## src/design/mbk_pkg.sv

```systemverilog
// ----------------------------------------------------------------------------
// mbk_pkg: shared types, constants and lookup functions
// Item and result bundles, element codes and the Morse symbol table for the
// beacon keyer.
// ----------------------------------------------------------------------------
`default_nettype none

package mbk_pkg;

   // field widths fixed by the item format
   localparam int OP_W    = 2;
   localparam int IDX_W   = 6;
   localparam int CODE_W  = 7;
   localparam int LEN_W   = 7;
   localparam int SYM_W   = 6;
   localparam int ELEM_W  = 3;
   localparam int EPOS_W  = 3;
   localparam int REP_W   = 16;
   localparam int ELEMS   = 5;

   localparam int MBK_MAX_CHARS = 64;

   // operation codes
   typedef enum logic [OP_W-1:0] {
      OP_TICK    = 2'd0,
      OP_WRITE   = 2'd1,
      OP_RESTART = 2'd2
   } op_type;

   // element codes
   localparam logic [ELEM_W-1:0] EL_END  = 3'd0;
   localparam logic [ELEM_W-1:0] EL_DOT  = 3'd1;
   localparam logic [ELEM_W-1:0] EL_DASH = 3'd2;
   localparam logic [ELEM_W-1:0] EL_GAP  = 3'd7;

   // symbol ids: letters, then digits, then space
   localparam logic [SYM_W-1:0] SYM_DIGIT0 = 6'd26;
   localparam logic [SYM_W-1:0] SYM_SPACE  = 6'd36;

   localparam logic [CODE_W-1:0] ASCII_A    = 7'h41;
   localparam logic [CODE_W-1:0] ASCII_Z    = 7'h5A;
   localparam logic [CODE_W-1:0] ASCII_0    = 7'h30;
   localparam logic [CODE_W-1:0] ASCII_9    = 7'h39;

   typedef struct packed {
      op_type              op;
      logic [IDX_W-1:0]    char_index;
      logic [CODE_W-1:0]   char_code;
   } mbk_item_type;

   typedef struct packed {
      logic                tone_on;
      logic                wrapped;
      logic [REP_W-1:0]    repeat_count;
   } mbk_result_type;

   // map an ASCII code to a symbol id; anything unknown keys as space
   function automatic logic [SYM_W-1:0] code_to_sym(input logic [CODE_W-1:0] c);
      logic [CODE_W-1:0] d;
      d = '0;
      if (c >= ASCII_A && c <= ASCII_Z) begin
         d = c - ASCII_A;
         return d[SYM_W-1:0];
      end else if (c >= ASCII_0 && c <= ASCII_9) begin
         d = c - ASCII_0;
         return SYM_DIGIT0 + d[SYM_W-1:0];
      end
      return SYM_SPACE;
   endfunction

   // pack five elements, first element in the low bits
   function automatic logic [ELEMS*ELEM_W-1:0] row5(
      input logic [ELEM_W-1:0] e0, input logic [ELEM_W-1:0] e1,
      input logic [ELEM_W-1:0] e2, input logic [ELEM_W-1:0] e3,
      input logic [ELEM_W-1:0] e4);
      return {e4, e3, e2, e1, e0};
   endfunction

   // Morse table: element sequence of each symbol
   function automatic logic [ELEMS*ELEM_W-1:0] sym_row(input logic [SYM_W-1:0] s);
      logic [ELEMS*ELEM_W-1:0] r;
      unique case (s)
         6'd0:  r = row5(EL_DOT,  EL_DASH, EL_END,  EL_END,  EL_END);
         6'd1:  r = row5(EL_DASH, EL_DOT,  EL_DOT,  EL_DOT,  EL_END);
         6'd2:  r = row5(EL_DASH, EL_DOT,  EL_DASH, EL_DOT,  EL_END);
         6'd3:  r = row5(EL_DASH, EL_DOT,  EL_DOT,  EL_END,  EL_END);
         6'd4:  r = row5(EL_DOT,  EL_END,  EL_END,  EL_END,  EL_END);
         6'd5:  r = row5(EL_DOT,  EL_DOT,  EL_DASH, EL_DOT,  EL_END);
         6'd6:  r = row5(EL_DASH, EL_DASH, EL_DOT,  EL_END,  EL_END);
         6'd7:  r = row5(EL_DOT,  EL_DOT,  EL_DOT,  EL_DOT,  EL_END);
         6'd8:  r = row5(EL_DOT,  EL_DOT,  EL_END,  EL_END,  EL_END);
         6'd9:  r = row5(EL_DOT,  EL_DASH, EL_DASH, EL_DASH, EL_END);
         6'd10: r = row5(EL_DASH, EL_DOT,  EL_DASH, EL_END,  EL_END);
         6'd11: r = row5(EL_DOT,  EL_DASH, EL_DOT,  EL_DOT,  EL_END);
         6'd12: r = row5(EL_DASH, EL_DASH, EL_END,  EL_END,  EL_END);
         6'd13: r = row5(EL_DASH, EL_DOT,  EL_END,  EL_END,  EL_END);
         6'd14: r = row5(EL_DASH, EL_DASH, EL_DASH, EL_END,  EL_END);
         6'd15: r = row5(EL_DOT,  EL_DASH, EL_DASH, EL_DOT,  EL_END);
         6'd16: r = row5(EL_DASH, EL_DASH, EL_DOT,  EL_DASH, EL_END);
         6'd17: r = row5(EL_DOT,  EL_DASH, EL_DOT,  EL_END,  EL_END);
         6'd18: r = row5(EL_DOT,  EL_DOT,  EL_DOT,  EL_END,  EL_END);
         6'd19: r = row5(EL_DASH, EL_END,  EL_END,  EL_END,  EL_END);
         6'd20: r = row5(EL_DOT,  EL_DOT,  EL_DASH, EL_END,  EL_END);
         6'd21: r = row5(EL_DOT,  EL_DOT,  EL_DOT,  EL_DASH, EL_END);
         6'd22: r = row5(EL_DOT,  EL_DASH, EL_DASH, EL_END,  EL_END);
         6'd23: r = row5(EL_DASH, EL_DOT,  EL_DOT,  EL_DASH, EL_END);
         6'd24: r = row5(EL_DASH, EL_DOT,  EL_DASH, EL_DASH, EL_END);
         6'd25: r = row5(EL_DASH, EL_DASH, EL_DOT,  EL_DOT,  EL_END);
         6'd26: r = row5(EL_DASH, EL_DASH, EL_DASH, EL_DASH, EL_DASH);
         6'd27: r = row5(EL_DOT,  EL_DASH, EL_DASH, EL_DASH, EL_DASH);
         6'd28: r = row5(EL_DOT,  EL_DOT,  EL_DASH, EL_DASH, EL_DASH);
         6'd29: r = row5(EL_DOT,  EL_DOT,  EL_DOT,  EL_DASH, EL_DASH);
         6'd30: r = row5(EL_DOT,  EL_DOT,  EL_DOT,  EL_DOT,  EL_DASH);
         6'd31: r = row5(EL_DOT,  EL_DOT,  EL_DOT,  EL_DOT,  EL_DOT);
         6'd32: r = row5(EL_DASH, EL_DOT,  EL_DOT,  EL_DOT,  EL_DOT);
         6'd33: r = row5(EL_DASH, EL_DASH, EL_DOT,  EL_DOT,  EL_DOT);
         6'd34: r = row5(EL_DASH, EL_DASH, EL_DASH, EL_DOT,  EL_DOT);
         6'd35: r = row5(EL_DASH, EL_DASH, EL_DASH, EL_DASH, EL_DOT);
         default: r = row5(EL_GAP, EL_END, EL_END, EL_END, EL_END);
      endcase
      return r;
   endfunction

   // element at a position of a symbol; past the last slot reads as end
   function automatic logic [ELEM_W-1:0] elem_of(input logic [SYM_W-1:0] s,
                                                 input logic [EPOS_W-1:0] el);
      logic [ELEMS*ELEM_W-1:0] r;
      r = sym_row(s);
      if (el >= EPOS_W'(ELEMS)) return EL_END;
      return r[el*ELEM_W +: ELEM_W];
   endfunction

endpackage

`default_nettype wire

```

## src/design/mbk_ram.sv

```systemverilog
// ----------------------------------------------------------------------------
// mbk_ram: generic single-port-write, single-port-read RAM
// One write and one registered read per cycle.
// ----------------------------------------------------------------------------
`default_nettype none

module mbk_ram #(
   parameter int WIDTH = 8,
   parameter int DEPTH = 64,
   parameter int ADDR_W = (DEPTH > 1) ? $clog2(DEPTH) : 1
) (
   input  logic              clock,
   input  logic              wr_en,
   input  logic [ADDR_W-1:0] wr_addr,
   input  logic [WIDTH-1:0]  wr_data,
   input  logic              rd_en,
   input  logic [ADDR_W-1:0] rd_addr,
   output logic [WIDTH-1:0]  rd_data
);

   logic [WIDTH-1:0] mem_ff [DEPTH];
   logic [WIDTH-1:0] rd_data_ff;

   // write port
   always_ff @(posedge clock) begin
      if (wr_en) begin
         mem_ff[wr_addr] <= wr_data;
      end
   end

   // registered read port
   always_ff @(posedge clock) begin
      if (rd_en) begin
         rd_data_ff <= mem_ff[rd_addr];
      end
   end

   assign rd_data = rd_data_ff;

endmodule

`default_nettype wire

```

## src/design/mbk_core.sv

```systemverilog
// ----------------------------------------------------------------------------
// mbk_core: keyer state and per-beat update
// Holds the message store, the playback position and cached symbols for the
// current, next and first characters, and works out one result per beat.
// ----------------------------------------------------------------------------
`default_nettype none

module mbk_core #(
   parameter int MAX_CHARS = 64
) (
   input  logic                              clock,
   input  logic                              reset,
   input  logic                              fire,
   input  mbk_pkg::mbk_item_type             item,
   input  logic [mbk_pkg::LEN_W-1:0]         length,
   output mbk_pkg::mbk_result_type           result
);
   import mbk_pkg::*;

   localparam int CP_W  = (MAX_CHARS > 1) ? $clog2(MAX_CHARS) : 1;
   localparam int CLOG_MAX = $clog2(MAX_CHARS + 1);
   localparam int CNT_W = (CLOG_MAX > LEN_W) ? CLOG_MAX : LEN_W;
   localparam logic [CNT_W-1:0] MAX_CNT = CNT_W'(MAX_CHARS);

   // playback state
   logic [CP_W-1:0]   cp_ff, cp_in;
   logic [EPOS_W-1:0] ep_ff, ep_in;
   logic [ELEM_W-1:0] ttl_ff, ttl_in;
   logic [REP_W-1:0]  rep_ff, rep_in;
   logic              armed_ff, armed_in;
   // cached symbols: current, following and first character
   logic [SYM_W-1:0]  cur_sym_ff, cur_sym_in;
   logic [SYM_W-1:0]  next_sym_ff, next_sym_in;
   logic [SYM_W-1:0]  sym0_ff, sym0_in;
   logic              fill_ff, fill_in;

   logic              wr_en, rd_en;
   logic [CP_W-1:0]   wr_addr, rd_addr;
   logic [SYM_W-1:0]  wr_sym, rd_sym;
   logic [CNT_W-1:0]  len_ext, eff_len, cp_plus1, idx_ext, new_plus1;
   logic [CP_W-1:0]   new_cp;
   logic [SYM_W-1:0]  new_sym;
   logic              tone, wrap;

   // clamp the message length into 1..MAX_CHARS
   always_comb begin
      len_ext = CNT_W'(length);
      eff_len = len_ext;
      if (len_ext == '0) eff_len = CNT_W'(1);
      if (len_ext > MAX_CNT) eff_len = MAX_CNT;
   end

   assign cp_plus1 = CNT_W'(cp_ff) + CNT_W'(1);
   assign idx_ext  = CNT_W'(item.char_index);
   assign wr_sym   = code_to_sym(item.char_code);
   assign wr_addr  = CP_W'(item.char_index);

   // per-beat update
   always_comb begin
      cp_in       = cp_ff;
      ep_in       = ep_ff;
      ttl_in      = ttl_ff;
      rep_in      = rep_ff;
      armed_in    = armed_ff;
      cur_sym_in  = cur_sym_ff;
      next_sym_in = next_sym_ff;
      sym0_in     = sym0_ff;
      tone        = 1'b0;
      wrap        = 1'b0;
      wr_en       = 1'b0;
      new_cp      = cp_ff;
      new_sym     = cur_sym_ff;
      rd_en       = 1'b0;

      // land the prefetched following symbol
      if (fill_ff) next_sym_in = rd_sym;

      if (fire) begin
         case (item.op)
            OP_WRITE: begin
               if (idx_ext < MAX_CNT) begin
                  wr_en = 1'b1;
                  if (idx_ext == CNT_W'(cp_ff)) cur_sym_in = wr_sym;
                  if (idx_ext == cp_plus1) next_sym_in = wr_sym;
                  if (idx_ext == '0) sym0_in = wr_sym;
               end
            end
            OP_RESTART: begin
               armed_in   = 1'b1;
               new_cp     = '0;
               cp_in      = '0;
               ep_in      = '0;
               rep_in     = '0;
               cur_sym_in = sym0_ff;
               ttl_in     = elem_of(sym0_ff, '0);
               rd_en      = 1'b1;
            end
            OP_TICK: begin
               if (armed_ff) begin
                  if (ttl_ff == EL_GAP) begin
                     ttl_in = EL_END;
                  end else if (ttl_ff != EL_END) begin
                     ttl_in = ttl_ff - ELEM_W'(1);
                     tone   = 1'b1;
                  end else if (elem_of(cur_sym_ff, ep_ff + EPOS_W'(1)) == EL_END) begin
                     // character done: step to the next one or wrap
                     if (cp_plus1 >= eff_len) begin
                        new_cp  = '0;
                        new_sym = sym0_ff;
                        rep_in  = rep_ff + REP_W'(1);
                        wrap    = 1'b1;
                     end else begin
                        new_cp  = CP_W'(cp_plus1);
                        new_sym = next_sym_ff;
                     end
                     cp_in      = new_cp;
                     ep_in      = '0;
                     cur_sym_in = new_sym;
                     ttl_in     = elem_of(new_sym, '0);
                     rd_en      = 1'b1;
                  end else begin
                     ep_in  = ep_ff + EPOS_W'(1);
                     ttl_in = elem_of(cur_sym_ff, ep_ff + EPOS_W'(1));
                  end
               end
            end
            default: begin
            end
         endcase
      end

      // prefetch the character after the new position when it exists
      new_plus1 = CNT_W'(new_cp) + CNT_W'(1);
      if (new_plus1 >= MAX_CNT) rd_en = 1'b0;
      rd_addr = CP_W'(new_plus1);
      fill_in = rd_en;
   end

   mbk_ram #(
      .WIDTH (SYM_W),
      .DEPTH (MAX_CHARS),
      .ADDR_W(CP_W)
   ) u_store (
      .clock  (clock),
      .wr_en  (wr_en),
      .wr_addr(wr_addr),
      .wr_data(wr_sym),
      .rd_en  (rd_en),
      .rd_addr(rd_addr),
      .rd_data(rd_sym)
   );

   // hold state; clear control on reset
   always_ff @(posedge clock) begin
      if (reset) begin
         cp_ff    <= '0;
         ep_ff    <= '0;
         ttl_ff   <= EL_END;
         rep_ff   <= '0;
         armed_ff <= 1'b0;
         fill_ff  <= 1'b0;
      end else begin
         cp_ff    <= cp_in;
         ep_ff    <= ep_in;
         ttl_ff   <= ttl_in;
         rep_ff   <= rep_in;
         armed_ff <= armed_in;
         fill_ff  <= fill_in;
      end
      cur_sym_ff  <= cur_sym_in;
      next_sym_ff <= next_sym_in;
      sym0_ff     <= sym0_in;
   end

   assign result.tone_on      = tone;
   assign result.wrapped      = wrap;
   assign result.repeat_count = rep_in;

   // tone counter only ever holds dash, dot, done or extra gap
   assert property (@(posedge clock) disable iff (reset)
      (ttl_ff == EL_END || ttl_ff == EL_DOT || ttl_ff == EL_DASH || ttl_ff == EL_GAP))
      else $error("mbk_core: tone counter holds an illegal value");

   // element position stays inside the symbol
   assert property (@(posedge clock) disable iff (reset)
      ep_ff < EPOS_W'(ELEMS))
      else $error("mbk_core: element position out of range");

   // a wrap beat is silent and bumps the repeat count
   assert property (@(posedge clock) disable iff (reset)
      (fire && wrap) |-> (!tone && rep_in == rep_ff + REP_W'(1)))
      else $error("mbk_core: wrap beat sounded or missed its count");

   // the keyer stays armed once armed until reset
   assert property (@(posedge clock) disable iff (reset)
      armed_ff |=> armed_ff)
      else $error("mbk_core: keyer disarmed without reset");

endmodule

`default_nettype wire

```

## src/design/morse_beacon_keyer.sv

```systemverilog
// ----------------------------------------------------------------------------
// morse_beacon_keyer: repeating Morse beacon keyer
// Input register, keyer core and result register with valid/ready on both
// channels.
// ----------------------------------------------------------------------------
// Usage:
//   req_* carries one item per beat: a tick, a character write into the
//   message store, or a restart that arms playback from character 0.
//   rsp_* returns exactly one result per item, in order: the tone bit, the
//   wrap flag and the repeat count. csr_wr_en/csr_wr_data set the message
//   length; write it only while no item is in flight.
// Timing: an accepted item waits in the input register, then moves through
//   the core into the result register, where rsp_valid rises; a full result
//   register keeps it waiting in the input register.
// Throughput: one item per cycle unless stalled; each is a symbol table lookup
//   and a counter update between the two registers, and the message store is
//   read one character ahead so its registered read never stalls a beat.
// Reset: playback disarmed, repeat count zero, message length one; the
//   message store is not cleared and must be written before it is played.
// Stall: while rsp_ready is low the result holds, the input register keeps
//   one more item, and req_ready drops once both are full.
// ----------------------------------------------------------------------------
`default_nettype none

module morse_beacon_keyer #(
   parameter int MAX_CHARS = mbk_pkg::MBK_MAX_CHARS
) (
   input  logic                         clock,
   input  logic                         reset,
   input  logic                         req_valid,
   output logic                         req_ready,
   input  logic [mbk_pkg::OP_W-1:0]     req_op,
   input  logic [mbk_pkg::IDX_W-1:0]    req_char_index,
   input  logic [mbk_pkg::CODE_W-1:0]   req_char_code,
   output logic                         rsp_valid,
   input  logic                         rsp_ready,
   output logic                         rsp_tone_on,
   output logic                         rsp_wrapped,
   output logic [mbk_pkg::REP_W-1:0]    rsp_repeat_count,
   input  logic                         csr_wr_en,
   input  logic [mbk_pkg::LEN_W-1:0]    csr_wr_data
);
   import mbk_pkg::*;

   logic           in_valid_ff, in_valid_in;
   mbk_item_type   item_ff, item_in;
   logic           rsp_valid_ff, rsp_valid_in;
   mbk_result_type rsp_ff, rsp_in;
   logic [LEN_W-1:0] length_ff;
   mbk_result_type result;
   logic           advance;

   // move the held item into the result register when it has room
   assign advance   = in_valid_ff && (!rsp_valid_ff || rsp_ready);
   assign req_ready = !in_valid_ff || advance;

   always_comb begin
      in_valid_in  = in_valid_ff;
      item_in      = item_ff;
      rsp_valid_in = rsp_valid_ff;
      rsp_in       = rsp_ff;
      if (advance) in_valid_in = 1'b0;
      if (req_valid && req_ready) begin
         in_valid_in = 1'b1;
         item_in     = '{op: op_type'(req_op), char_index: req_char_index,
                         char_code: req_char_code};
      end
      if (rsp_valid_ff && rsp_ready) rsp_valid_in = 1'b0;
      if (advance) begin
         rsp_valid_in = 1'b1;
         rsp_in       = result;
      end
   end

   mbk_core #(
      .MAX_CHARS(MAX_CHARS)
   ) u_core (
      .clock (clock),
      .reset (reset),
      .fire  (advance),
      .item  (item_ff),
      .length(length_ff),
      .result(result)
   );

   // hold registers; clear valids and length on reset
   always_ff @(posedge clock) begin
      if (reset) begin
         in_valid_ff  <= 1'b0;
         rsp_valid_ff <= 1'b0;
         length_ff    <= LEN_W'(1);
      end else begin
         in_valid_ff  <= in_valid_in;
         rsp_valid_ff <= rsp_valid_in;
         if (csr_wr_en) length_ff <= csr_wr_data;
      end
      item_ff <= item_in;
      rsp_ff  <= rsp_in;
   end

   assign rsp_valid        = rsp_valid_ff;
   assign rsp_tone_on      = rsp_ff.tone_on;
   assign rsp_wrapped      = rsp_ff.wrapped;
   assign rsp_repeat_count = rsp_ff.repeat_count;

   // a blocked item stays in the input register untouched
   assert property (@(posedge clock) disable iff (reset)
      (in_valid_ff && !advance) |=> (in_valid_ff && $stable(item_ff)))
      else $error("morse_beacon_keyer: held item lost or changed");

   // every item moved on shows up as a result next cycle
   assert property (@(posedge clock) disable iff (reset)
      advance |=> rsp_valid_ff)
      else $error("morse_beacon_keyer: result missing after advance");

   // reset empties both registers
   assert property (@(posedge clock)
      reset |=> (!in_valid_ff && !rsp_valid_ff))
      else $error("morse_beacon_keyer: registers not empty after reset");

endmodule

`default_nettype wire

```

## config.mk

```make
export PLATFORM = sky130hd
export DESIGN_NAME = morse_beacon_keyer
export DESIGN_NICKNAME = d
export VERILOG_FILES = /design/src/design/mbk_pkg.sv /design/src/design/mbk_ram.sv /design/src/design/mbk_core.sv /design/src/design/morse_beacon_keyer.sv
export SDC_FILE = /design/constraint.sdc
export NUM_CORES = 1
export LEC_CHECK = 0
export BUFFER_PORTS_ARGS = -buffer_cell sky130_fd_sc_hd__buf_2
export CORE_MARGIN = 1
export CORE_UTILIZATION = 50
export CTS_CLUSTER_DIAMETER = 80
export DETAILED_ROUTE_END_ITERATION = 7
export HOLD_SLACK_MARGIN = 0.05
export PLACE_DENSITY = 0.67
export SKIP_CTS_REPAIR_TIMING = 1
export SLEW_MARGIN = 30
export SYNTH_ARGS = -nofsm -noshare
export SYNTH_HDL_FRONTEND = slang
export SYNTH_MEMORY_MAX_BITS = 65536
export SYNTH_SLANG_ARGS = --single-unit
```

## constraint.sdc

```tcl
create_clock -name clock -period 15.4 [get_ports clock]
set_input_delay 1.54 -clock clock [delete_from_list [all_inputs] [get_ports clock]]
set_output_delay 1.54 -clock clock [all_outputs]
set_load 0.005 [all_outputs]
```

==> out/qor.yml <==
fin_tns_setup_ns: 0
critPathKind: "register to register"
synth_ff_type: "edfxtp_1"
nets: 1449
r2r_cells: 16
r2r-end: "u_core.u_store.rd_data[0]$_DFFE_PP_"
ys_seq_area_share_pct: 67.4
drv_slew: 0
dieArea_mm2: 0.0431
dieHeight_um: 208
antenna_found_initial: 0
relSlewSlack_pct: 28.9
worst_pin_slew_ns: 1.06
ys.warnings.count: 0
path_max_fanout: 53
powerDensity_mw_per_mm2: 120
std_cell_rows: 74
layout.cells.non_filler: 1965
crit_chain: "ha_1, nand3_1, xnor2_1, ha_1, nand4_1, nand3_1, a21oi_1, and4_1, mux2i_4, inv_1, ha_4, buf_4, mux4_2, a22oi_1, nand3_1, and4_1"
h-tree-depth: 2
regToRegStartpoint: "u_core.cp_ff[0]$_SDFF_PP0_"
post-route-min-period_ns: 5.97
whs_ns: 0.496
fin_area_mm2: 0.0235
cts_buffers: 49
min_period_over_period_pct: 38.8
fill_cells: 3203
final_antenna_net_count: 0
skew_ns: 0.0245
insertion_delay_ns: 0.60
required_ns: 15.74
status: "complete, no violations"
p_leak_nw: 7.84
crit_buf_inv: 2
hold_viol_final: 0
drive_gt1_share_pct: 19.5
numPortBuffers: 46
ir_drop_uv: 106
fin_ws_ns: 9.43
synth_area_per_cell_um2: 15.6
synth_nets: 1412
cp_slowest_cell: "buf_4"
clock_sinks: 494
placed_area_mm2: 0.0218
tritoncts: "built"
clkSlewWorstSetupHoldPaths_ns: 0.07
num_vias: 12000
ff2ff_setup_slack_ns: 9.43
cts-root-buf: "clkbuf_16"
routed_via_density: 6.11
dr.pass1.iters: 5
arrival_ns: 6.31
core_mm2: 0.0413
track_usage_pct: 21.9
cp-end-kind: "register"
syn_inst: 1355
grt_pass1_wl_um: 71200
worstHoldPathCells: 2
clock.fmax_mhz: 167
finalSetupViolCount: 0
start_util_pct: 51.2
clk_path_buf_depth: 3
die_w_um: 208
cp_common_cell: "nand3_1"
area_delta_synth_final_pct: 11.1
grt_pass1_vias: 12100
synth_seq_cells: 494
dp_hpwl_um: 28700
critical-path-top-delay-family: "simple AND/OR/NAND/NOR gates"
fin_total_pwr_mw: 2.82
rsz0062_at_grt: "no"
synth_area_mm2: 0.0211
fin_util_pct: 56.9
overflow: 0
numPlacedInstances: 1873
worstHoldStart: "u_core.ttl_ff[2]$_SDFFE_PP0P_"
hold_path.class: "register to register"
cap_violations: 0
start_kind: "register"
async_reset_ff_share_pct: 0
dp_slack_ns: 9.18
holdPathEnd: "u_core.ttl_ff[2]$_SDFFE_PP0P_"
gp_congestion: 0.919
yosysUniqueCellTypes: 78
design.portCount: 47
drt_iter0_drc: 1141
cpPeakStageDelay_ns: 0.72
n_antenna_cell: 0
avgRoutedWirePerCell_um: 23.5
routed_wl_um: 46100
drcViolationCount: 0
grt_start_max_net_pins: 69
synth_edf_count: 435
-- report_power, final --
group	total [mW]	switching, mW	internal [mW]
clock	1.22	0.516	0.706
combinational	0.114	0.0756	0.0381
sequential	1.49	0.0139	1.47
total	2.82	0.606	2.22
-- cell usage in the layout (no fill, tap or decap), types with 4 or more instances in the layout --
cell type,count
and3_1,4
a31oi_1,9
bufinv_16,7
o22ai_1,6
nand2_1,61
mux2i_1,29
and4_1,8
a211oi_1,9
dfxtp_1,59
inv_1,24
nand3_1,50
a22oi_1,52
nor3_1,33
mux2_2,7
clkinv_2,15
xnor2_1,15
xor2_1,19
a21oi_1,41
o21ai_0,22
edfxtp_1,435
buf_2,46
nand3b_1,7
ha_1,29
clkinv_1,8
nor2_1,143
a21o_1,4
buf_4,10
nand4_1,7
clkbuf_16,49
clkinvlp_4,8
a221oi_1,5
a31o_2,4
o211ai_1,7
inv_4,4
nor2b_1,16
nand2b_1,5
mux4_2,100
-- layout make-up --
class | count | area, um^2 | share of cell area (%)
clock inverters | 40 | 413 | 1.76
multi-input cells | 760 | 6480 | 27.6
flip-flops and latches | 494 | 14200 | 60.7
clock buffers | 52 | 1240 | 5.27
well taps | 532 | 666 | 2.83
repair buffers | 57 | 317 | 1.35
inverters | 30 | 124 | 0.528
-- layer usage --
layer,track usage [%],vias to the layer above,part of all wire (%)
met5,0,-,0
met4,8.16,0,3.2
met3,3.78,103,7.3
met2,35.6,485,48
met1,29.8,5997,42
li1,-,5415,-
-- worst register-to-register path, stage by stage, from the launching register on --
cell and delay, ns:
dfxtp_1 0.55, ha_1 0.36, nand3_1 0.14, xnor2_1 0.40
ha_1 0.32, nand4_1 0.10, nand3_1 0.13, a21oi_1 0.49
and4_1 0.46, mux2i_4 0.11, inv_1 0.11, ha_4 0.57
buf_4 0.74, mux4_2 0.42, a22oi_1 0.37, nand3_1 0.20
and4_1 0.25
-- Yosys cell counts (all sizes together), types with 5 or more instances --
master,n,area share (%)
a211oi,11,0.44
a21oi,42,1.0
a221oi,5,0.21
a22oi,52,1.8
a31oi,10,0.37
and4,8,0.33
buf,31,0.87
clkbuf,40,0.71
dfxtp,59,5.6
edfxtp,435,62
ha,30,1.8
inv,29,0.52
mux2,7,0.37
mux2i,32,1.6
mux4,100,11
nand2,62,1.1
nand2b,5,0.15
nand3,51,1.2
nand3b,7,0.25
nand4,7,0.21
nor2,145,2.6
nor2b,16,0.47
nor3,34,0.83
o211ai,7,0.25
o21ai,27,0.68
o22ai,7,0.27
or2,7,0.21
xnor2,15,0.62
xor2,19,0.79
-- sequential cells by signal (all words and copies together), names as in the netlist, 7 cells and up, named ones only --
name / cells
item_ff: 15
rsp_repeat_count: 16
length_ff: 7
u_core.u_store.mem_ff: 384
u_core.rep_ff: 16
-- logic make-up (layout without fill, tap and decap cells) --
kind of cell / count (synthesis) / in the layout / synth area share [%]
AOI/OAI and AO/OA: 198 / 198 / 6.64
buffers and inverters: 101 / 179 / 2.11
and+or+nand+nor: 359 / 359 / 7.97
DFF: 494 / 494 / 67.4
muxes: 139 / 139 / 12.7
adders and majority gates: 30 / 30 / 1.78
xor gates and xnor gates: 34 / 34 / 1.41
-- worst max path at each step --
stage / to / from / cells past startpoint / slack, ns
floorplan: u_core.u_store.rd_data[1]$_DFFE_PP_ / rsp_ready / 18 / 9.69
global placement: u_core.u_store.rd_data[0]$_DFFE_PP_ / rsp_ready / 12 / 8.59
detailed placement: u_core.u_store.rd_data[0]$_DFFE_PP_ / rsp_ready / 12 / 9.18
CTS: u_core.u_store.rd_data[0]$_DFFE_PP_ / u_core.cp_ff[0]$_SDFF_PP0_ / 16 / 9.39
global route: u_core.u_store.rd_data[0]$_DFFE_PP_ / u_core.cp_ff[0]$_SDFF_PP0_ / 15 / 9.02
finish: u_core.u_store.rd_data[0]$_DFFE_PP_ / u_core.cp_ff[0]$_SDFF_PP0_ / 16 / 9.43
Power figures use the tool's default switching activity.
